### src/sv/atrp_pkg.sv
// Package for the accelerometer tilt unit: widths, constants, CORDIC angle table.
// Used by every module of the unit; depends on nothing.
package atrp_pkg;

    localparam int ANGLE_FRAC_BITS = 7;
    localparam int ACC_FRAC        = 24;
    localparam int CORDIC_STEPS    = 28;
    localparam int SQ_STEPS        = 32;   // result bits of the square root
    localparam int AW              = 64;   // radicand and partial root width
    localparam int VW              = 50;   // CORDIC datapath width
    localparam int ACCW            = 34;   // angle accumulator width

    localparam logic signed [15:0] OFFSET_X_RST = 16'sd230;
    localparam logic signed [15:0] OFFSET_Y_RST = 16'sd50;
    localparam logic signed [15:0] OFFSET_Z_RST = -16'sd10;

    localparam logic [1:0] REG_OFFSET_X = 2'd0;
    localparam logic [1:0] REG_OFFSET_Y = 2'd1;
    localparam logic [1:0] REG_OFFSET_Z = 2'd2;

    localparam logic signed [ACCW-1:0] DEG90 = ACCW'(64'sd90 <<< ACC_FRAC);
    localparam logic signed [ACCW-1:0] DEG180 = ACCW'(64'sd180 <<< ACC_FRAC);

    // Square root cell state. The partial root starts at the trial bit and
    // only narrows to 32 bits by the last step, so it is kept full width.
    typedef struct packed {
        logic [AW-1:0] rem;
        logic [AW-1:0] res;
    } t_sq;

    // CORDIC cell state.
    typedef struct packed {
        logic signed [VW-1:0]   px;
        logic signed [VW-1:0]   py;
        logic signed [ACCW-1:0] acc;
    } t_cv;

    // Side information carried along with each item.
    typedef struct packed {
        logic undef;
        logic z_neg;
        logic y_neg;
    } t_side;

    function automatic logic signed [ACCW-1:0] atan_tab(input int i);
        logic signed [ACCW-1:0] t;
        case (i)
            0: t = 754974720;  1: t = 445687602;  2: t = 235489088;  3: t = 119537938;
            4: t = 60000934;   5: t = 30029717;   6: t = 15018523;   7: t = 7509720;
            8: t = 3754917;    9: t = 1877466;    10: t = 938734;    11: t = 469367;
            12: t = 234684;    13: t = 117342;    14: t = 58671;     15: t = 29335;
            16: t = 14668;     17: t = 7334;      18: t = 3667;      19: t = 1833;
            20: t = 917;       21: t = 458;       22: t = 229;       23: t = 115;
            24: t = 57;        25: t = 29;        26: t = 14;        27: t = 7;
            default: t = '0;
        endcase
        return t;
    endfunction

endpackage

### src/sv/atrp_cordic_cell.sv
// One vectoring CORDIC rotation, registered.
// Depends on atrp_pkg.
module atrp_cordic_cell import atrp_pkg::*; (
    input  logic     i_clk,
    input  logic     i_en,
    input  logic [4:0] i_step,
    input  t_cv      i_d,
    output t_cv      o_d
);
    logic signed [VW-1:0]   dx, dy;
    logic signed [ACCW-1:0] ang;
    t_cv                    n_d;
    t_cv                    r_d;

    always_comb begin
        dx  = i_d.py >>> i_step;
        dy  = i_d.px >>> i_step;
        ang = atan_tab(int'(i_step));
        if (!i_d.py[VW-1]) begin
            n_d.px  = i_d.px + dx;
            n_d.py  = i_d.py - dy;
            n_d.acc = i_d.acc + ang;
        end else begin
            n_d.px  = i_d.px - dx;
            n_d.py  = i_d.py + dy;
            n_d.acc = i_d.acc - ang;
        end
    end

    always_ff @(posedge i_clk) begin
        if (i_en) r_d <= n_d;
    end
    assign o_d = r_d;
endmodule

### config.mk
export PLATFORM = sky130hd
export DESIGN_NAME = atrp_cordic_cell
export DESIGN_NICKNAME = d
export VERILOG_FILES = /design/src/sv/atrp_pkg.sv /design/src/sv/atrp_cordic_cell.sv
export SDC_FILE = /design/constraint.sdc
export NUM_CORES = 1
export LEC_CHECK = 0
export ABC_CLOCK_PERIOD_IN_PS = 9750
export BUFFER_PORTS_ARGS = -buffer_cell sky130_fd_sc_hd__buf_4
export CAP_MARGIN = 5
export CORE_ASPECT_RATIO = 0.75
export CORE_MARGIN = 3
export CORE_UTILIZATION = 40
export DETAILED_ROUTE_END_ITERATION = 16
export PLACE_DENSITY = 0.68
export SLEW_MARGIN = 0
export SYNTH_ARGS = -nofsm -noshare
export SYNTH_HDL_FRONTEND = slang
export SYNTH_SLANG_ARGS = --single-unit
### constraint.sdc
create_clock -name i_clk -period 9.75 [get_ports i_clk]
set_input_delay 1.4625 -clock i_clk [delete_from_list [all_inputs] [get_ports i_clk]]
set_output_delay 1.4625 -clock i_clk [all_outputs]
set_load 0.005 [all_outputs]
Word level (Yosys, flattened, before mapping)

Memory sizes are Yosys's and may differ from the RTL's.
Index checks and enable logic that the tools add are counted.

$add $sub $neg: 6
Shift operators: 2
Multiplexer cells: 1

Operators with widths:

| operator       | count |
|---|---|
| $mux 134       | 1 |
| $add 50x50->50 | 2 |
| $sshr 50x5->50 | 2 |
| $sub 50x50->50 | 2 |
| $add 34x34->34 | 1 |
| $sub 34x34->34 | 1 |

Flip-flop bits (word level): 134
Memory bits (read-only): 960
Input port bits: 141
Output and inout bits: 134
Memories kept: 1

Memory list:

| memory          | words | bits a word | read ports | clocked after Yosys merged registers in | write ports | RTL line       | source |
|---|---|---|---|---|---|---|---|
| (no name shown) | 32    | 30          | 1          | 0                                       | 0           | atrp_pkg.sv:47 | `case (i)` |

Depth between registers and ports, before layout

Gate-level depths: netlist of the first run.

Depth after elaboration: 3
Mapped depth: 29
Depth with buffers taken out: 24

Worst setup path after synthesis of the first run

Ideal clock, no wire load.

Path type: in2reg
Start point: input port i_step[2]
End point: register r_d (netlist bit o_d[132]) (data pin)
Library setup time: 0.266 ns
Arrival: 7.327 ns
Required time: 9.484 ns
Slack: 2.157 ns
Stages on the path: 25
Path through: buf_6 -> buf_6 -> buf_6 -> buf_2 -> mux4_2 -> mux2_2 -> a22oi_1 -> o211ai_1 -> and4bb_2 -> nand3_1 -> nor3b_1 -> and3_1 -> a21oi_1 -> xnor2_1 -> ha_1 -> clkbuf_1 -> nand4_1 -> or4_1 -> o31ai_1 -> o22a_1 -> a41oi_1 -> o31a_1 -> o311a_1 -> o2111ai_1 -> or3b_1

RTL lines:

| item                   | RTL line               | source |
|---|---|---|
| start: declaration     | atrp_cordic_cell.sv:6  | `input logic [4:0] i_step,` |
| end signal: assignment | atrp_cordic_cell.sv:31 | `if (i_en) r_d <= n_d;` |
| end: declaration       | atrp_cordic_cell.sv:13 | `t_cv r_d;` |

==> impl_results.md, run 1 <==
* Hold_ws at 1300 ps
* Post-synthesis adder-cell area fraction at 8.26%
* Syn Area/Cell at 9.13 um2
* GR Overflow Total at 0
* Worst-path fanout max at 61
* Synth async-reset ratio at 0%
* PD cells at 145 nW/um2
* Detail Route Antenna Nets at 0
* Arrival time worst endpoint at 8630 ps
* Initial core utilization at 40.8%
* Mapped Area at 22400 um2
* Crit Path Class: in -> reg
* Synth Register Bits at 134
* Via/cell ratio at 6.48
* Worst min-delay path startpoint: i_d[34]
* Die Y at 211 um
* Post_cts resized at 0
* Post-Place Worst Slack at 860 ps
* RSZ-0062 raised after global routing: false
* Layout area overhead at 13.6%
* CTS Buf Count at 17
* P_int at 2.17 mW
* Simple-Gate Fraction of Synth Area at 15.2%
* Post-synthesis net count at 2739
* WL final at 86100 um
* Synth Area in XOR/XNOR at 9.05%
* Final setup violation count at 0
* Main combinational cell family by area after synthesis: multiplexers
* Critical path capture point type: register
* Hold Path Class: in -> reg
* Setup crit start: i_step[0]
* WL per Instance at 25.5 um
* Post-layout min period at 8390 ps
* Max reg flops at 134
* Setup_tns at 0 ps
* Final Cell Area at 25400 um2
* Post-synth EDFFs at 134
* Relative slew margins at 16.6%
* Part of the power in the clock network at 16.2%
* Final hold viol count at 0
* Total track usage at 28.8%
* Most common cell after layout, fill and taps aside: buf_4
* Share of layout cells above drive strength 1 at 22.3%
* Tcrit/Tclk final at 86.0%
* CTS root buf: clkbuf_16
* Status: finished clean
* Number of port buffers at 274
* Psw at 1.52 mW
* Max incr delay on CP at 660 ps
* Htree depth at 4
* Cts hold-fix bufs at 0
* Reg power frac at 25.0%
* Library cells used by synthesis at 109
* Post-DP HPWL at 66900 um
* Core area at 54900 um2
* Fill cell count at 5256
* Commonest cells after routing, fill and taps aside: 316 x buf_4, 191 x a21oi_1, 180 x nor2_1
* Slew Viols, Final at 0
* Final Power at 3.70 mW
* Slew at the pin closest to its max-slew limit at 1250 ps
* Clock Sinks at 134
* Largest net degree at the start of global routing at 107
* Comb pwr share at 58.8%
* CTS tree: built
* Compound-Gate Fraction of Synth Area at 21.8%
* Cells after Synth at 2452
* PnR worst setup slack at 1360 ps
* Synth Flop Type: edfxtp_1
* Peak supply drop at 0.0000780 V
* Initial antenna violation count at 0
* Num ports at 275
* WP buf/inv at 1
* DP Area at 24900 um2
* Initial DRC count at 2338
* First-pass GRT wire length at 130000 um
* DRC viols at 0
* CP delay by family, top: compound AO/OA/AOI/OAI gates
* Clk slew on worst S/H paths at 60 ps
* Max Cap Viol at 0
* Switching Fraction at 41.2%
* Worst path cell trace: buf_6 > mux4_2 > mux2i_1 > nor2_1 > a211oi_1 > ha_1 > nand3_1 > nor4_1 > a41oi_1 > xor2_1 > ha_1 > nand4_1 > or4_1 > o31ai_1 > o22a_1 > a41oi_1 > o31a_1 > o311a_1 > o2111ai_1 > or3b_1
* Die Area at 58800 um2
* Req. time, crit path at 9990 ps
* YS warnings at 0
* Drt first pass iters at 5
* Die width at 279 um
* Via count at 21900
* Nets at 2930
* Buffer depth of the longest clock path at 2
* Vias in the first global route at 21000
* Crit path launch type: input pin
* Std cell rows at 74
* Post-synthesis sequential area ratio at 18.0%
* P_leak at 10.2 nW
* CP max stage cell: mux4_2
* Post-synthesis mux area share at 22.9%
* Max Clk Rate at 119 MHz
* Post-CTS setup buffer count at 0
* Routability cong. at 0.950
## metrics by stage
step	utilization, %	instances
finish	46.3	3377
global route	46.3	3376
CTS	46.3	3376
detailed placement	45.4	3346
global placement	45.4	3346
floorplan	-	2452
## layer usage
metal	track usage [%]	vias up	share of wire (%)
met3	6.59	157	8.7
met4	12.0	0	4.0
met5	0	-	0
li1	-	9905	-
met2	44.6	1137	45
met1	38.8	10700	43
## cell usage after synthesis, types with 20 or more instances
cell type	count	share of area [%]
a31oi_1	42	1.2
o21bai_1	25	0.84
a21oi_1	191	4.3
o22ai_1	31	0.87
o21ai_0	115	2.6
xor2_1	88	3.4
inv_1	71	1.2
ha_1	143	8.0
mux4_2	142	14
mux2i_1	127	5.7
buf_1	20	0.34
nor2_1	180	3.0
nor3_1	56	1.3
nor2b_1	25	0.70
edfxtp_1	134	18
a21o_1	73	2.4
nand2b_1	41	1.1
mux2_2	54	2.7
clkbuf_1	56	0.94
nand3_1	44	0.98
and3_1	28	0.78
a211oi_1	37	1.2
nand2_1	169	2.8
xnor2_1	138	5.4
buf_2	40	0.89
nand4_1	20	0.56
## power groups by stage
stage	sequential, mW	clock, mW	combinational, mW
after floorplan	0.950	0	1.36
after global placement	0.933	0	2.12
after detailed placement	0.935	0	2.14
after CTS	0.927	0.621	2.15
after global routing	0.941	0.639	2.36
final	0.923	0.598	2.18
## logic make-up after synthesis
logic type,Yosys count
multiplexers,327
adder cells (fa/ha/maj),146
XOR/XNOR,228
AO/OA/AOI/OAI,729
flip-flops,134
AND/OR/NAND/NOR,666
buffers and inverters,222
## final cells by class
type	count	area, um2	share of cell area (%)
multi-input combinational	2096	17300	68.0
sequential	134	4020	15.8
timing repair buffer	320	2430	9.56
tap	722	903	3.55
clock buffer	22	444	1.75
inverter	74	278	1.09
clock inverter	8	60.1	0.236
antenna	1	2.50	0.00985
## final timing paths
| path | end | cells after the start |
|---|---|---|
| setup / recovery | o_d[132] | 20 |
| hold / removal | o_d[34] | 2 |
No activity file was read; power rests on OpenSTA's default activity.
==> inputs of run 2 (changes only) <==
--- a/config.mk
+++ b/config.mk
@@ -5,6 +5,7 @@
 export SDC_FILE = /design/constraint.sdc
 export NUM_CORES = 1
 export LEC_CHECK = 0
+export ABC_AREA = 1
 export ABC_CLOCK_PERIOD_IN_PS = 9750
 export BUFFER_PORTS_ARGS = -buffer_cell sky130_fd_sc_hd__buf_4
 export CAP_MARGIN = 5
@@ -12,7 +13,7 @@
 export CORE_MARGIN = 3
 export CORE_UTILIZATION = 40
 export DETAILED_ROUTE_END_ITERATION = 16
-export PLACE_DENSITY = 0.68
+export PLACE_DENSITY = 0.67
 export SLEW_MARGIN = 0
 export SYNTH_ARGS = -nofsm -noshare
 export SYNTH_HDL_FRONTEND = slang
==> run 2 against run 1 <==
Against the previous run:
- sequential power down 0.5%
- cell area up 1.1%
- first-iteration DRC count up 67%
- critical path type unchanged
- cell count up 41%
- combinational power about the same
- synthesized cell count up 56%
- worst setup slack better by 1300 ps
- wire length up 12%
- via count up 24%
- clock power up 16%
- critical path depth up 12
==> impl_results.md, run 2 <==
* Status: finished clean
* PnR worst setup slack at 2690 ps (+1330 ps)
* Reg power frac at 24.0% (-1.0 points)
* Share of layout cells above drive strength 1 at 10.7% (-12 points)
* Final hold viol count at 0 (unchanged)
* Critical path capture point type: register
* Layout area overhead at 13.1%
* Final setup violation count at 0 (unchanged)
* Final Power at 3.82 mW (+3.4%)
* Initial antenna violation count at 1 (+1)
* Total track usage at 31.2% (+2.5 points)
* Core area at 56000 um2 (+2.0%)
* Relative slew margins at 34.1% (+17 points)
* P_leak at 12.6 nW (+23%)
* Synth Flop Type: edfxtp_1
* Cts hold-fix bufs at 0 (unchanged)
* Die width at 281 um (+0.77%)
* Final Cell Area at 25700 um2 (+1.1%)
* Post-synthesis net count at 4124 (+51%)
* Detail Route Antenna Nets at 0 (unchanged)
* Hold Path End: o_d[1]
* First-pass GRT wire length at 143000 um (+10%)
* Initial DRC count at 3894 (+67%)
* Most frequent cell after synthesis: nand2_1
* CTS tree: built
* Synth area leaders: nand2_1 20%, edfxtp_1 18%, nand3_1 14%, ha_1 7.9%, nor2_1 5.9%
* Number of port buffers at 274 (unchanged)
* Initial core utilization at 40.6% (-0.18 points)
* Post-DP HPWL at 78800 um (+18%)
* Req. time, crit path at 10000 ps (about the same)
* CP max stage cell: inv_4
* Crit path launch type: input pin
* Switching Fraction at 46.4% (+5.2 points)
* Crit Path Class: in -> reg
* WL final at 96100 um (+12%)
* Hold Path Class: in -> reg
* Slew at the pin closest to its max-slew limit at 988 ps (-259 ps)
* CTS Buf Count at 17 (unchanged)
* Syn Area/Cell at 5.92 um2 (-35%)
* Max Clk Rate at 142 MHz (+19%)
* Num ports at 275 (unchanged)
* Worst min-delay path startpoint: i_d[1]
* Tcrit/Tclk final at 72.4% (-14 points)
* Vias in the first global route at 24100 (+15%)
* Post-synth top cells: 1181 x nand2_1, 636 x nand3_1, 360 x nor2_1, 358 x inv_1, 189 x a21oi_1
* Comb pwr share at 57.9% (-0.9 points)
* Die Y at 212 um (+0.76%)
* Hold depth at 2 (unchanged)
* Clock Sinks at 134 (unchanged)
* Critical Path Most Common Cell: nand2_1
* Post-synthesis sequential area ratio at 17.7% (-0.28 points)
* Setup_tns at 0 ps (unchanged)
* Max incr delay on CP at 610 ps (-50 ps)
* Htree depth at 4 (unchanged)
* Post-layout min period at 7060 ps (-1330 ps)
* Post-Place Worst Slack at 2470 ps (+1610 ps)
* Worst-path fanout max at 76 (+25%)
* Final Util at 45.9% (-0.41 points)
* GR Overflow Total at 0 (unchanged)
* PD cells at 149 nW/um2 (+2.2%)
* Hold_ws at 1330 ps (+32.6 ps)
* Final Non-Filler Cells at 4760 (+41%)
* Buffer depth of the longest clock path at 2 (unchanged)
* Routability cong. at 1.09 (+15%)
* YS warnings at 0 (unchanged)
* Area leader, netlist: nand2_1
* DP Area at 25100 um2 (+0.78%)
* Peak supply drop at 0.000123 V (+58%)
* Via/cell ratio at 5.68 (-12%)
* Std cell rows at 75 (+1.4%)
* Placed insts at 4727 (+41%)
* RSZ-0062 raised after global routing: false
* WL per Instance at 20.2 um (-21%)
* Post-synth EDFFs at 134 (unchanged)
* Cells after Synth at 3837 (+56%)
* Post_cts resized at 0 (unchanged)
* DRC viols at 0 (unchanged)
* Setup crit start: i_step[0]
* Die Area at 59800 um2 (+1.5%)
* Via count at 27000 (+24%)
* Nets at 4302 (+47%)
* Post-CTS setup buffer count at 0 (unchanged)
* Drt first pass iters at 7 (+2)
* Arrival time worst endpoint at 7310 ps (-1320 ps)
* Area share of the largest cell type after synthesis at 19.5% (+1.5 points)
* Commonest cells after routing, fill and taps aside: 1181 x nand2_1, 636 x nand3_1, 360 x nor2_1
* Psw at 1.77 mW (+16%)
* Most common cell after layout, fill and taps aside: nand2_1
* P_int at 2.05 mW (-5.8%)
* Library cells used by synthesis at 55 (-50%)
* Max reg flops at 134 (unchanged)
* Synth async-reset ratio at 0% (unchanged)
* Max Cap Viol at 0 (unchanged)
* Part of the power in the clock network at 18.1% (+1.9 points)
* Clk slew on worst S/H paths at 70 ps (about the same)
* Mapped Area at 22700 um2 (+1.6%)
* Largest net degree at the start of global routing at 85 (-21%)
* Synth Register Bits at 134 (unchanged)
* Slew Viols, Final at 0 (unchanged)
* CTS root buf: clkbuf_16
## run 2: critical path: cells and delay by family
kind / cells / cell delay (ps)
AOI/OAI and AO/OA: 5 / 1320
adders and majority gates: 2 / 600
and+or+nand+nor: 15 / 1620
buffers and inverters: 9 / 1730
xor gates and xnor gates: 1 / 460
## run 2: logic make-up (layout without fill, tap and decap cells)
| family | after synthesis | count (layout) | share of synthesized area, % |
|---|---|---|---|
| and+or+nand+nor | 2323 | 2323 | 43.7 |
| buffers and inverters | 519 | 710 | 9.68 |
| AOI/OAI and AO/OA | 502 | 502 | 12.6 |
| xor gates and xnor gates | 213 | 213 | 8.21 |
| adders and majority gates | 146 | 146 | 8.14 |
| DFF | 134 | 134 | 17.7 |
| other | 0 | 1 | 0 |
## run 2: power by group through the flow
stage	combinational [mW]	sequential (mW)	clock (mW)
6_report	2.21	0.918	0.691
5_1_grt	2.42	0.936	0.724
4_1_cts	2.16	0.921	0.705
3_5_place_dp	2.15	0.931	0
3_3_place_gp	2.17	0.927	0
2_1_floorplan	1.33	0.944	0
## run 2: metal layers
layer  vias to the layer above  track usage, %  share of wire (%)
met3                       146            9.69                 13
met1                     12200            45.3                 44
met4                         0            8.94                2.9
li1                      13100               -                  -
met2                      1529            44.0                 40
met5                         -               0                  0
## run 2: worst max path at each step
stage / to / slack (ps) / depth (start not counted)
2_1_floorplan: o_d[24] / 4470 / 27
3_3_place_gp: o_d[67] / 2490 / 30
3_5_place_dp: o_d[67] / 2470 / 30
4_1_cts: o_d[67] / 3000 / 30
5_1_grt: o_d[83] / 2250 / 31
6_report: o_d[83] / 2690 / 32
## run 2: layout make-up
class	instances	area, um2
sequential	134	4020
inverter	389	1470
multi-input combinational	3184	16500
clock inverter	14	166
clock buffer	18	429
timing repair buffer	289	2190
tap	731	915
antenna	1	2.50
fill	6081	30300
