$ cat src/sv/atrp_pkg.sv
// Package for the accelerometer tilt unit: widths, constants, CORDIC angle table.
// Used by every module of the unit; depends on nothing.
package atrp_pkg;

    localparam int ANGLE_FRAC_BITS = 7;
    localparam int ACC_FRAC        = 24;
    localparam int CORDIC_STEPS    = 28;
    localparam int SQ_STEPS        = 32;   // result bits of the square root
    localparam int AW              = 64;   // radicand and partial root width
    localparam int VW              = 50;   // CORDIC datapath width
    localparam int ACCW            = 34;   // angle accumulator width

    localparam logic signed [15:0] OFFSET_X_RST = 16'sd230;
    localparam logic signed [15:0] OFFSET_Y_RST = 16'sd50;
    localparam logic signed [15:0] OFFSET_Z_RST = -16'sd10;

    localparam logic [1:0] REG_OFFSET_X = 2'd0;
    localparam logic [1:0] REG_OFFSET_Y = 2'd1;
    localparam logic [1:0] REG_OFFSET_Z = 2'd2;

    localparam logic signed [ACCW-1:0] DEG90 = ACCW'(64'sd90 <<< ACC_FRAC);
    localparam logic signed [ACCW-1:0] DEG180 = ACCW'(64'sd180 <<< ACC_FRAC);

    // Square root cell state. The partial root starts at the trial bit and
    // only narrows to 32 bits by the last step, so it is kept full width.
    typedef struct packed {
        logic [AW-1:0] rem;
        logic [AW-1:0] res;
    } t_sq;

    // CORDIC cell state.
    typedef struct packed {
        logic signed [VW-1:0]   px;
        logic signed [VW-1:0]   py;
        logic signed [ACCW-1:0] acc;
    } t_cv;

    // Side information carried along with each item.
    typedef struct packed {
        logic undef;
        logic z_neg;
        logic y_neg;
    } t_side;

    function automatic logic signed [ACCW-1:0] atan_tab(input int i);
        logic signed [ACCW-1:0] t;
        case (i)
            0: t = 754974720;  1: t = 445687602;  2: t = 235489088;  3: t = 119537938;
            4: t = 60000934;   5: t = 30029717;   6: t = 15018523;   7: t = 7509720;
            8: t = 3754917;    9: t = 1877466;    10: t = 938734;    11: t = 469367;
            12: t = 234684;    13: t = 117342;    14: t = 58671;     15: t = 29335;
            16: t = 14668;     17: t = 7334;      18: t = 3667;      19: t = 1833;
            20: t = 917;       21: t = 458;       22: t = 229;       23: t = 115;
            24: t = 57;        25: t = 29;        26: t = 14;        27: t = 7;
            default: t = '0;
        endcase
        return t;
    endfunction

endpackage

$ cat src/sv/atrp_sqrt_cell.sv
// One step of the digit-by-digit integer square root, registered.
// Depends on atrp_pkg.
module atrp_sqrt_cell import atrp_pkg::*; (
    input  logic     i_clk,
    input  logic     i_en,
    input  logic [4:0] i_step,
    input  t_sq      i_d,
    output t_sq      o_d
);
    logic [AW-1:0] bit_v;
    logic [AW-1:0] trial;
    t_sq           n_d;
    t_sq           r_d;

    // Bit to try at this step: 2^(62 - 2*step). Leading zero bits of the
    // radicand are harmless: trial fails and res stays zero.
    always_comb begin
        bit_v = AW'(64'd1) << (6'd62 - {i_step, 1'b0});
        trial = i_d.rem - (i_d.res + bit_v);
        if (i_d.rem >= i_d.res + bit_v) begin
            n_d.rem = trial;
            n_d.res = (i_d.res >> 1) + bit_v;
        end else begin
            n_d.rem = i_d.rem;
            n_d.res = i_d.res >> 1;
        end
    end

    always_ff @(posedge i_clk) begin
        if (i_en) r_d <= n_d;
    end
    assign o_d = r_d;
endmodule

$ cat config.mk
export PLATFORM = sky130hd
export DESIGN_NAME = atrp_sqrt_cell
export DESIGN_NICKNAME = d
export VERILOG_FILES = /design/src/sv/atrp_pkg.sv /design/src/sv/atrp_sqrt_cell.sv
export SDC_FILE = /design/constraint.sdc
export NUM_CORES = 1
export LEC_CHECK = 0
export CAP_MARGIN = 20
export CORE_ASPECT_RATIO = 1.1
export CORE_MARGIN = 5
export CORE_UTILIZATION = 44
export DETAILED_ROUTE_END_ITERATION = 16
export DONT_BUFFER_PORTS = 1
export GPL_TIMING_DRIVEN = 0
export SLEW_MARGIN = 20
export SYNTH_ARGS = -nofsm -noshare
export SYNTH_HDL_FRONTEND = slang
export SYNTH_SLANG_ARGS = --single-unit
$ cat constraint.sdc
create_clock -name i_clk -period 19.7 [get_ports i_clk]
set_input_delay 3.94 -clock i_clk [delete_from_list [all_inputs] [get_ports i_clk]]
set_output_delay 3.94 -clock i_clk [all_outputs]
set_load 0.05 [all_outputs]
---- Yosys cells after proc, flatten, opt, wreduce, memory -nomap -nowiden ----
Cells that the tools add are included.
operators by class
  add/subtract/negate cells ............... 4
  magnitude comparators ................... 1
  shift-type cells ........................ 1
  multiplexer cells ....................... 1
operators by type and width
  kind                    count
  $mux W128               1
  $add A63 B64 Y64        1
  $add A64 B64 Y64        1
  $ge A64 B64 Y1          1
  $shl A1 B6 Y64 const A  1
  $sub A64 B64 Y64        1
  $sub A6 B6 Y6 const A   1
word-level totals
  register bits ........................... 128
  input port bits ......................... 135
  word-level logic and storage cells ...... 10

---- Depth between registers and ports, before layout ----
Gate-level depths: netlist (run 1).
  depth after elaboration ................. 5
  gate-level depth with buffers ........... 28

---- Least setup slack after synthesis (run 1) ----
Ideal clock, no wire load.
  kind .................................... input-to-reg
  start ................................... in i_step[2]
  end ..................................... reg r_d (netlist bit o_d[16]), data pin
  setup time .............................. 0.269 ns
  arrival ................................. 8.952 ns
  path slack .............................. 10.479 ns
  stages on the path ...................... 25
  path buffers ............................ 3
  path through ............................ buf_2 nand3b_1 nor2_1 ha_1 and3_1 o311a_1 maj3_1 a211o_1 or2_2 a21boi_0 o21ai_0 nand2_1 xor2_1 ha_1 nand2_1 o21ai_0 a221oi_1 o21ai_0 nor3_2 a221oi_2 o22ai_1 buf_2 buf_2 nor3_1 xor2_1
RTL lines
  what                    RTL line              source
  start: declaration      atrp_sqrt_cell.sv:6   input logic [4:0] i_step,
  end signal: assignment  atrp_sqrt_cell.sv:30  if (i_en) r_d <= n_d;
  end: declaration        atrp_sqrt_cell.sv:13  t_sq r_d;

==> out/metrics.cfg, run 1 <==
[clock_tree]
cts_setup_buffers=0
h-tree-depth=4
cts_resized=0
cts_root_buffer=clkbuf_16
cts_buffers=17
postCtsHoldBufs=0
cts_buffer_depth=2
cts_tree=done
cts.clk_slew.worst_paths_ns=0.06
cts.sinks=128

[sta]
fin_setup_tns_ns=0
rsz0062_at_grt=no
fin_crit_sh=0.574
fmax_ghz=0.0884
max_slew_margin=0.480
final_hold_viol_count=0
post-route-min-period_ns=11.31
maxSlewViolCount=0
tightest_slew_ns=0.781
setup_ws_ns=8.39
setup_viol=0

[flow_run]
cap_violations=0

[placed_design]
pre_cts_ws_ns=7.98
gp_congestion=0.926
hpwl_um=40600
numPlacedInstances=2204
portBuffers=0

[synth]
syn_area_per_cell_um2=8.05
yosysSeqAreaShare=0.269
synth.distinct_cells=85
synth-warning-count=0
synth-edff-count=128
synth_area_leaders=edfxtp_1, ha_1, nand2_1
synth_area_leader_cell=edfxtp_1
ys_async_sr_fraction=0
syn_area_um2=14300
yosys_register_bits=128
syn-instance-count=1778
synth.net_count=2040
synth_top_area_frac=0.269
ys.flop_type=edfxtp_1

[final_layout]
fin_cells=2234
n_antenna_cell=0
regArea_um2=3840
post-route-util=0.478
nFillCells=3212
largest_register_ffs=128
area_growth_syn_to_layout_pct=7.46
multi_input_area_um2=9990
drive_gt1_frac=0.0492
nets=2059

[detailed_routing]
drtIter0Drc=1040
num_vias=13800
drc=0
firstDrtPassIters=6
via_per_inst=6.16
antenna_left=0
wl_um=50200
avgRoutedWirePerCell_um=22.5

[critical_path]
crit_arrival_ns=11.42
critPathCaptureType=flop
worstPathCellList=nand2b_1 -> clkbuf_1 -> nor2_1 -> ha_1 -> and3_1 -> o311a_1 -> maj3_1 -> a211o_1 -> or2_2 -> a21boi_0 -> o21ai_0 -> nand2_1 -> xor2_1 -> ha_1 -> nand2_1 -> o21ai_0 -> a221oi_1 -> o21ai_0 -> nor3_2 -> a221oi_2 -> o22ai_1 -> buf_2 -> clkbuf_1 -> o21ai_0
cpMostUsedCell=o21ai_0
critPathSlowestCell=clkbuf_1
cp_top_family=compound AO/OA/AOI/OAI gates
crit_required_ns=19.81
worst-path-buf-inv=3
critical_path_class=primary input to flop
crit_path_start_kind=primary input
max_stage_delay_ns=0.63
path_max_fanout=10

[power_and_ir_drop]
powerDensity_nw_per_um2=70.4
p_leak_nw=5.92
peakVddDrop_mv=0.0571
power_mw=1.08

[floorplanning]
fp.coreArea_um2=32200
fp.dieH_um=199
initial_core_util=0.445
die_area_um2=36200
std_cell_rows=69
die_x_um=182
io-pin-count=263

[global_routing]
grt-ovfl-total=0
grt_max_degree=129
grt_pass1_vias=13200
grt_pass1_wl_um=76300
antenna_found_initial=1
track_usage=0.268

[min_path]
hold_class=primary input to flop

[run_status]
status=complete, no violations

## final timing paths
| kind | start | endpoint | slack [ns] | depth (start not counted) |
|---|---|---|---|---|
| worst min-delay path | i_en | o_d[9]$_DFFE_PP_ | 3.62 | 0 |
| worst max-delay path | i_step[1] | o_d[115]$_DFFE_PP_ | 8.39 | 24 |
## cell type report
cell class,count,share of cell area
sequential,128,0.250
inverter,40,0.00976
buffer,71,0.0217
clock inverter,9,0.00610
multi-input combinational,1539,0.649
tap,426,0.0347
clock buffer,21,0.0286
## Yosys cell counts (all sizes together), types with 37 or more instances
library cell	instances
nand2	260
o21ai	181
nor2	140
edfxtp	128
ha	126
a21oi	122
xor2	96
xnor2	77
a31oi	56
clkbuf	49
nand4	47
inv	40
a21o	38
o21bai	37
## power by group
part | internal [mW] | switching [mW] | leakage, nW | total, mW
combinational | 0.106 | 0.193 | 4.41 | 0.299
sequential | 0.347 | 0.130 | 1.25 | 0.478
clock | 0.183 | 0.124 | 0.268 | 0.307
## logic make-up (layout without fill, tap and decap cells)
family	Yosys count	in the layout	synth area share
compound gates	606	606	0.273
xor+xnor	173	173	0.106
buf+inv	111	141	0.0338
simple gates	631	631	0.206
flops	128	128	0.269
fa+ha+maj	129	129	0.113
## cell usage in the layout, fill, tap and decap left out, types with 34 or more instances in the layout
| master | synthesis | routed |
|---|---|---|
| nor2_1 | 140 | 140 |
| a21oi_1 | 120 | 120 |
| nand2_1 | 260 | 260 |
| o21ai_0 | 174 | 174 |
| ha_1 | 126 | 126 |
| a21o_1 | 38 | 38 |
| o21bai_1 | 37 | 37 |
| nand4_1 | 47 | 47 |
| edfxtp_1 | 128 | 128 |
| xor2_1 | 96 | 96 |
| nand3_1 | 34 | 34 |
| a31oi_1 | 56 | 56 |
| clkbuf_1 | 49 | 53 |
| inv_1 | 40 | 40 |
| xnor2_1 | 77 | 77 |
## per-stage QoR
stage,instance area (µm²),hold slack (ns)
CTS,15400,3.60
detailed placement,14800,4.07
global route,15400,3.61
global placement,14800,4.06
floorplan,14300,4.05
finish,15400,3.62
## per-layer routing
metal,wire [µm],GRT usage,share of wire,vias up
met3,4350,0.0623,0.087,55
met2,22000,0.421,0.44,579
met5,11,0,0.00022,-
met1,22900,0.378,0.46,6419
met4,921,0.0620,0.018,2
li1,-,-,-,6703
Power figures use the tool's default switching activity.
==> inputs of run 2 (changes only) <==
--- a/config.mk
+++ b/config.mk
@@ -5,6 +5,7 @@
 export SDC_FILE = /design/constraint.sdc
 export NUM_CORES = 1
 export LEC_CHECK = 0
+export ABC_AREA = 1
 export CAP_MARGIN = 20
 export CORE_ASPECT_RATIO = 1.1
 export CORE_MARGIN = 5
==> constraint.sdc (replaced) <==
create_clock -name i_clk -period 11.11 [get_ports i_clk]
set_input_delay 2.222 -clock i_clk [delete_from_list [all_inputs] [get_ports i_clk]]
set_output_delay 2.222 -clock i_clk [all_outputs]
set_load 0.05 [all_outputs]
==> out/metrics.cfg, run 2 <==
[min_path]
hold_class=primary input to flop
holdCritStartpoint=i_en

[detailed_routing]
via_per_inst=5.73  ; -6.9%
drtIter0Drc=1578  ; +52%
avgRoutedWirePerCell_um=23.0  ; +2.4%
num_vias=20300  ; +47%
firstDrtPassIters=7  ; +1
antenna_left=0  ; unchanged
wl_um=81400  ; +62%
drc=0  ; unchanged

[final_layout]
layout_commonest_cell=nand2_1
area_growth_syn_to_layout_pct=7.05
drive_gt1_frac=0.0301  ; -0.0191
nFillCells=4250  ; +32%
n_antenna_cell=0  ; unchanged
mostFrequentLayoutCells=nand2_1, inv_1, nor2_1
nets=3274  ; +59%
final_area_um2=19100  ; +24%
largest_register_ffs=128  ; unchanged
post-route-util=0.475  ; -0.00220

[sta]
fin_setup_tns_ns=0  ; unchanged
final_hold_viol_count=0  ; unchanged
rsz0062_at_grt=no
fmax_ghz=0.126
max_slew_margin=0.242  ; -0.237
fin_hold_ws_ns=1.85  ; -1.77 ns
fin_crit_sh=0.715
maxSlewViolCount=0  ; unchanged
post-route-min-period_ns=7.94
setup_viol=0  ; unchanged
tightest_slew_ns=1.12  ; +0.344 ns

[clock_tree]
cts_tree=done
h-tree-depth=4  ; unchanged
cts_buffer_depth=2  ; unchanged
postCtsHoldBufs=0  ; unchanged
cts_root_buffer=clkbuf_16
cts.clk_slew.worst_paths_ns=0.06  ; about the same
cts_resized=0  ; unchanged
cts.sinks=128  ; unchanged
cts_buffers=17  ; unchanged
cts_setup_buffers=0  ; unchanged

[synth]
synth_most_common_cell=nand2_1
ys.flop_type=edfxtp_1
synth.distinct_cells=51  ; -40%
synth_area_leaders=edfxtp_1, nand2_1, inv_1
syn_area_per_cell_um2=5.96  ; -26%
ys_async_sr_fraction=0  ; unchanged
yosys_register_bits=128  ; unchanged
synth-warning-count=0  ; unchanged
syn_area_um2=17800  ; +25%
synth_area_leader_cell=edfxtp_1
syn-instance-count=2993  ; +68%
yosysSeqAreaShare=0.215  ; -0.0531
synthTopCellsByCount=nand2_1, inv_1, nor2_1
synth.net_count=3255  ; +60%
synth-edff-count=128  ; unchanged
synth_top_area_frac=0.215  ; -0.0531

[global_routing]
grt_pass1_wl_um=117000  ; +54%
grt-ovfl-total=0  ; unchanged
track_usage=0.349  ; +0.0808
grt_pass1_vias=19600  ; +49%
antenna_found_initial=0  ; -1
grt_max_degree=129  ; unchanged

[critical_path]
critical_path_class=primary input to flop
crit_path_start_kind=primary input
path_max_fanout=10  ; unchanged
critPathCaptureType=flop
setup.worst_path.start=i_step[3]
crit_required_ns=11.36  ; -8.45 ns
crit_arrival_ns=8.19  ; -3.23 ns

[floorplanning]
std_cell_rows=77  ; +12%
io-pin-count=263  ; unchanged
fp.coreArea_um2=40200  ; +25%
die_x_um=202  ; +11%
die_area_um2=44700  ; +23%
fp.dieH_um=221  ; +11%
initial_core_util=0.444  ; about the same

[power_and_ir_drop]
powerDensity_nw_per_um2=111  ; +57%
pwr-share-comb=0.300  ; +0.024
clockPowerShare=0.292  ; +0.009
p_switching_uw=929  ; +110%
p_int_mw=1.19  ; +87%
p_seq_frac=0.408  ; -0.033
p_leak_nw=8.17  ; +38%
peakVddDrop_mv=0.125  ; +120%
p_sw_frac=0.439  ; +0.0256

[placed_design]
portBuffers=0  ; unchanged
hpwl_um=69400  ; +71%
dpl_cell_area_um2=18500  ; +24%
gp_congestion=1.00  ; +8.2%

[flow_run]
cap_violations=0  ; unchanged

[run_status]
status=complete, no violations

## run 2: path summary, 6_finish.rpt
kind / endpoint / slack [ns] / depth (start not counted)
setup / recovery: o_d[30]$_DFFE_PP_ / 3.17 / 25
hold / removal: o_d[55]$_DFFE_PP_ / 1.85 / 0
## run 2: cell families (layout without fill, tap and decap cells)
group / count (synthesis) / after routing / synth area share
xor gates and xnor gates: 102 / 102 / 0.0501
AOI/OAI and AO/OA: 520 / 520 / 0.161
DFF: 128 / 128 / 0.215
adders and majority gates: 127 / 127 / 0.0895
buffers and inverters: 489 / 521 / 0.108
and+or+nand+nor: 1627 / 1627 / 0.376
## run 2: power by group through the flow
stage	combinational, mW	sequential (mW)	clock [mW]
4_1_cts	0.618	0.867	0.623
6_report	0.635	0.864	0.617
5_1_grt	0.689	0.869	0.649
2_1_floorplan	0.422	0.863	0
3_5_place_dp	0.615	0.875	0
3_3_place_gp	0.611	0.876	0
## run 2: critical path, cell delays in order
cell,delay [ns]
clkbuf_2,0.16
clkbuf_1,0.34
nand4_1,0.22
nor2_1,0.36
ha_1,0.35
nand2_1,0.12
o21ai_0,0.20
a21oi_1,0.23
a21boi_0,0.54
nor2_1,0.08
nor3_1,0.26
nand2_1,0.08
nand2_1,0.06
nand2_1,0.10
ha_1,0.36
a21oi_1,0.22
nor2_1,0.06
o21ai_0,0.24
nand3_1,0.15
a21oi_1,0.39
nand3_2,0.45
inv_2,0.26
buf_2,0.44
nand2_1,0.08
o21ai_0,0.19
## run 2: metrics by stage
step / total power [mW] / cells / setup WS, ns
floorplan: 1.29 / 2993 / 4.79
global placement: 1.49 / 3506 / 2.79
detailed placement: 1.49 / 3506 / 2.79
CTS: 2.11 / 3538 / 3.26
global route: 2.21 / 3538 / 2.70
finish: 2.12 / 3538 / 3.17
## run 2: final cells by class
cell class | instances | area (µm²) | area share
Multi-Input combinational cell | 2376 | 12100 | 0.632
Sequential cell | 128 | 3840 | 0.201
Clock inverter | 15 | 191 | 0.0100
Inverter | 457 | 1720 | 0.0898
Clock buffer | 17 | 425 | 0.0223
Buffer | 32 | 206 | 0.0108
Tap cell | 513 | 642 | 0.0336
## run 2: layer usage
layer	vias up	GRT usage	wire (µm)	part of all wire
li1	9810	-	-	-
met1	9365	0.391	30500	0.37
met2	908	0.624	40000	0.49
met3	202	0.0521	5500	0.068
met4	0	0.207	5450	0.067
met5	-	0	0	0
==> inputs of run 3 (changes only) <==
==> constraint.sdc (replaced) <==
create_clock -name i_clk -period 6.45 [get_ports i_clk]
set_input_delay 1.29 -clock i_clk [delete_from_list [all_inputs] [get_ports i_clk]]
set_output_delay 1.29 -clock i_clk [all_outputs]
set_load 0.05 [all_outputs]
==> out/metrics.cfg, run 3 (synthesis gave the netlist of run 2 again) <==
[clock_tree]
cts_root_buffer=clkbuf_16
h-tree-depth=4  ; unchanged
cts_buffers=17  ; unchanged
cts.clk_slew.worst_paths_ns=0.06  ; about the same
cts_buffer_depth=2  ; unchanged
cts.sinks=128  ; unchanged
postCtsHoldBufs=0  ; unchanged
cts_tree=done

[final_layout]
nFillCells=4248  ; -0.047%
n_antenna_cell=0  ; unchanged
largest_register_ffs=128  ; unchanged
post-route-util=0.479  ; +0.00321
mostFrequentLayoutCells=nand2_1, inv_1, nor2_1
nets=3275  ; +0.031%
area_growth_syn_to_layout_pct=7.78
layout_commonest_cell=nand2_1
fin_cells=3539  ; +0.028%
drive_gt1_frac=0.0380  ; +0.00792

[floorplanning]
std_cell_rows=77  ; unchanged
io-pin-count=263  ; unchanged
fp.dieH_um=221  ; unchanged
die_area_um2=44700  ; unchanged
fp.coreArea_um2=40200  ; unchanged
die_x_um=202  ; unchanged
initial_core_util=0.444  ; unchanged

[sta]
fmax_ghz=0.159
fin_setup_tns_ns=0  ; unchanged
tightest_slew_ns=1.11  ; -0.0195 ns
setup_ws_ns=0.171  ; -3.00 ns
setup_viol=0  ; unchanged
maxSlewViolCount=0  ; unchanged
max_slew_margin=0.255  ; +0.0131
post-route-min-period_ns=6.28
fin_crit_sh=0.974
fin_hold_ws_ns=0.924  ; -0.928 ns
final_hold_viol_count=0  ; unchanged

[placed_design]
gp_congestion=1.00  ; unchanged
portBuffers=0  ; unchanged
numPlacedInstances=3506  ; unchanged
pre_cts_ws_ns=-0.937  ; -3.73 ns
hpwl_um=69400  ; unchanged

[critical_path]
crit_required_ns=6.65  ; -4.71 ns
max_stage_delay_ns=0.42  ; -0.12 ns
critical_path_class=primary input to flop
path_max_fanout=10  ; unchanged
cpMostUsedCell=nand2_1
crit_path_start_kind=primary input
critPathCaptureType=flop
crit_arrival_ns=6.48  ; -1.71 ns
critPathSlowestCell=a21oi_1

[detailed_routing]
num_vias=20200  ; -0.27%
drc=0  ; unchanged
antenna_left=0  ; unchanged
drtIter0Drc=1579  ; +0.063%
avgRoutedWirePerCell_um=23.0  ; about the same
via_per_inst=5.72  ; -0.29%
wl_um=81400  ; about the same
firstDrtPassIters=7  ; unchanged

[global_routing]
antenna_found_initial=0  ; unchanged
grt_max_degree=129  ; unchanged
grt_pass1_vias=19600  ; -0.036%
grt-ovfl-total=0  ; unchanged
track_usage=0.349  ; about the same
grt_pass1_wl_um=117000  ; about the same

[min_path]
hold_class=primary input to flop

[power_and_ir_drop]
p_leak_nw=8.22  ; +0.60%
peakVddDrop_mv=0.215  ; +72%
powerDensity_nw_per_um2=190  ; +72%

[flow_run]
cap_violations=0  ; unchanged

[run_status]
status=complete, no violations

run 3: cell count changes in the layout (fill, tap and decap cells not counted), moves of 3 or more:
cell / before / now
nor2_2: 5 / 11
nor2_1: 435 / 429
a21oi_2: 2 / 6
o21ai_1: 16 / 34
a21oi_1: 172 / 168
nor3_1: 47 / 44
o21ai_0: 228 / 209
clkbuf_2: 2 / 5
clkbuf_1: 6 / 2
run 3: routing by layer:
metal | part of all wire | vias to the layer above | global-route usage
met1 | 0.38 | 9355 | 0.391
met4 | 0.066 | 0 | 0.207
li1 | - | 9822 | -
met5 | 0 | - | 0
met3 | 0.065 | 196 | 0.0521
met2 | 0.49 | 858 | 0.624
run 3: area by class of cell:
| cell class | instances | area (µm²) | share of cell area |
|---|---|---|---|
| plain buffers | 31 | 223 | 0.0116 |
| clock buffers | 17 | 425 | 0.0221 |
| clock inverters | 15 | 191 | 0.00995 |
| inverters | 457 | 1720 | 0.0892 |
| multi-input cells | 2376 | 12200 | 0.632 |
| flip-flops and latches | 128 | 3840 | 0.200 |
| well taps | 513 | 642 | 0.0334 |
| repair buffers | 2 | 27.5 | 0.00143 |
run 3: stage by stage:
| step | instance area, µm² | power (mW) |
|---|---|---|
| global placement | 18500 | 2.56 |
| detailed placement | 18500 | 2.57 |
| finish | 19200 | 3.66 |
| CTS | 19100 | 3.63 |
| global route | 19200 | 3.81 |
| floorplan | 17800 | 2.21 |
run 3: final timing paths:
check,start,cells past startpoint,to,slack (ns)
max,i_step[2],29,o_d[40]$_DFFE_PP_,0.17
min,i_en,0,o_d[51]$_DFFE_PP_,0.92
run 3: worst max-delay path, delay by kind of cell:
family	cells	cell delay [ns]
AND/OR/NAND/NOR	16	2.35
buffers and inverters	7	1.06
AO/OA/AOI/OAI	4	1.00
adder cells (fa/ha/maj)	2	0.75
run 3: repair_timing:
item                       in CTS  in global routing
pin swaps                       0                  2
buffers inserted                0                  2
resized for setup              10                 44
setup endpoints to repair     128                128
run 3: power breakdown:
group / internal, mW / switching (mW) / total, mW
sequential: 1.07 / 0.419 / 1.49
combinational: 0.341 / 0.762 / 1.10
clock: 0.641 / 0.423 / 1.06
total: 2.05 / 1.60 / 3.66
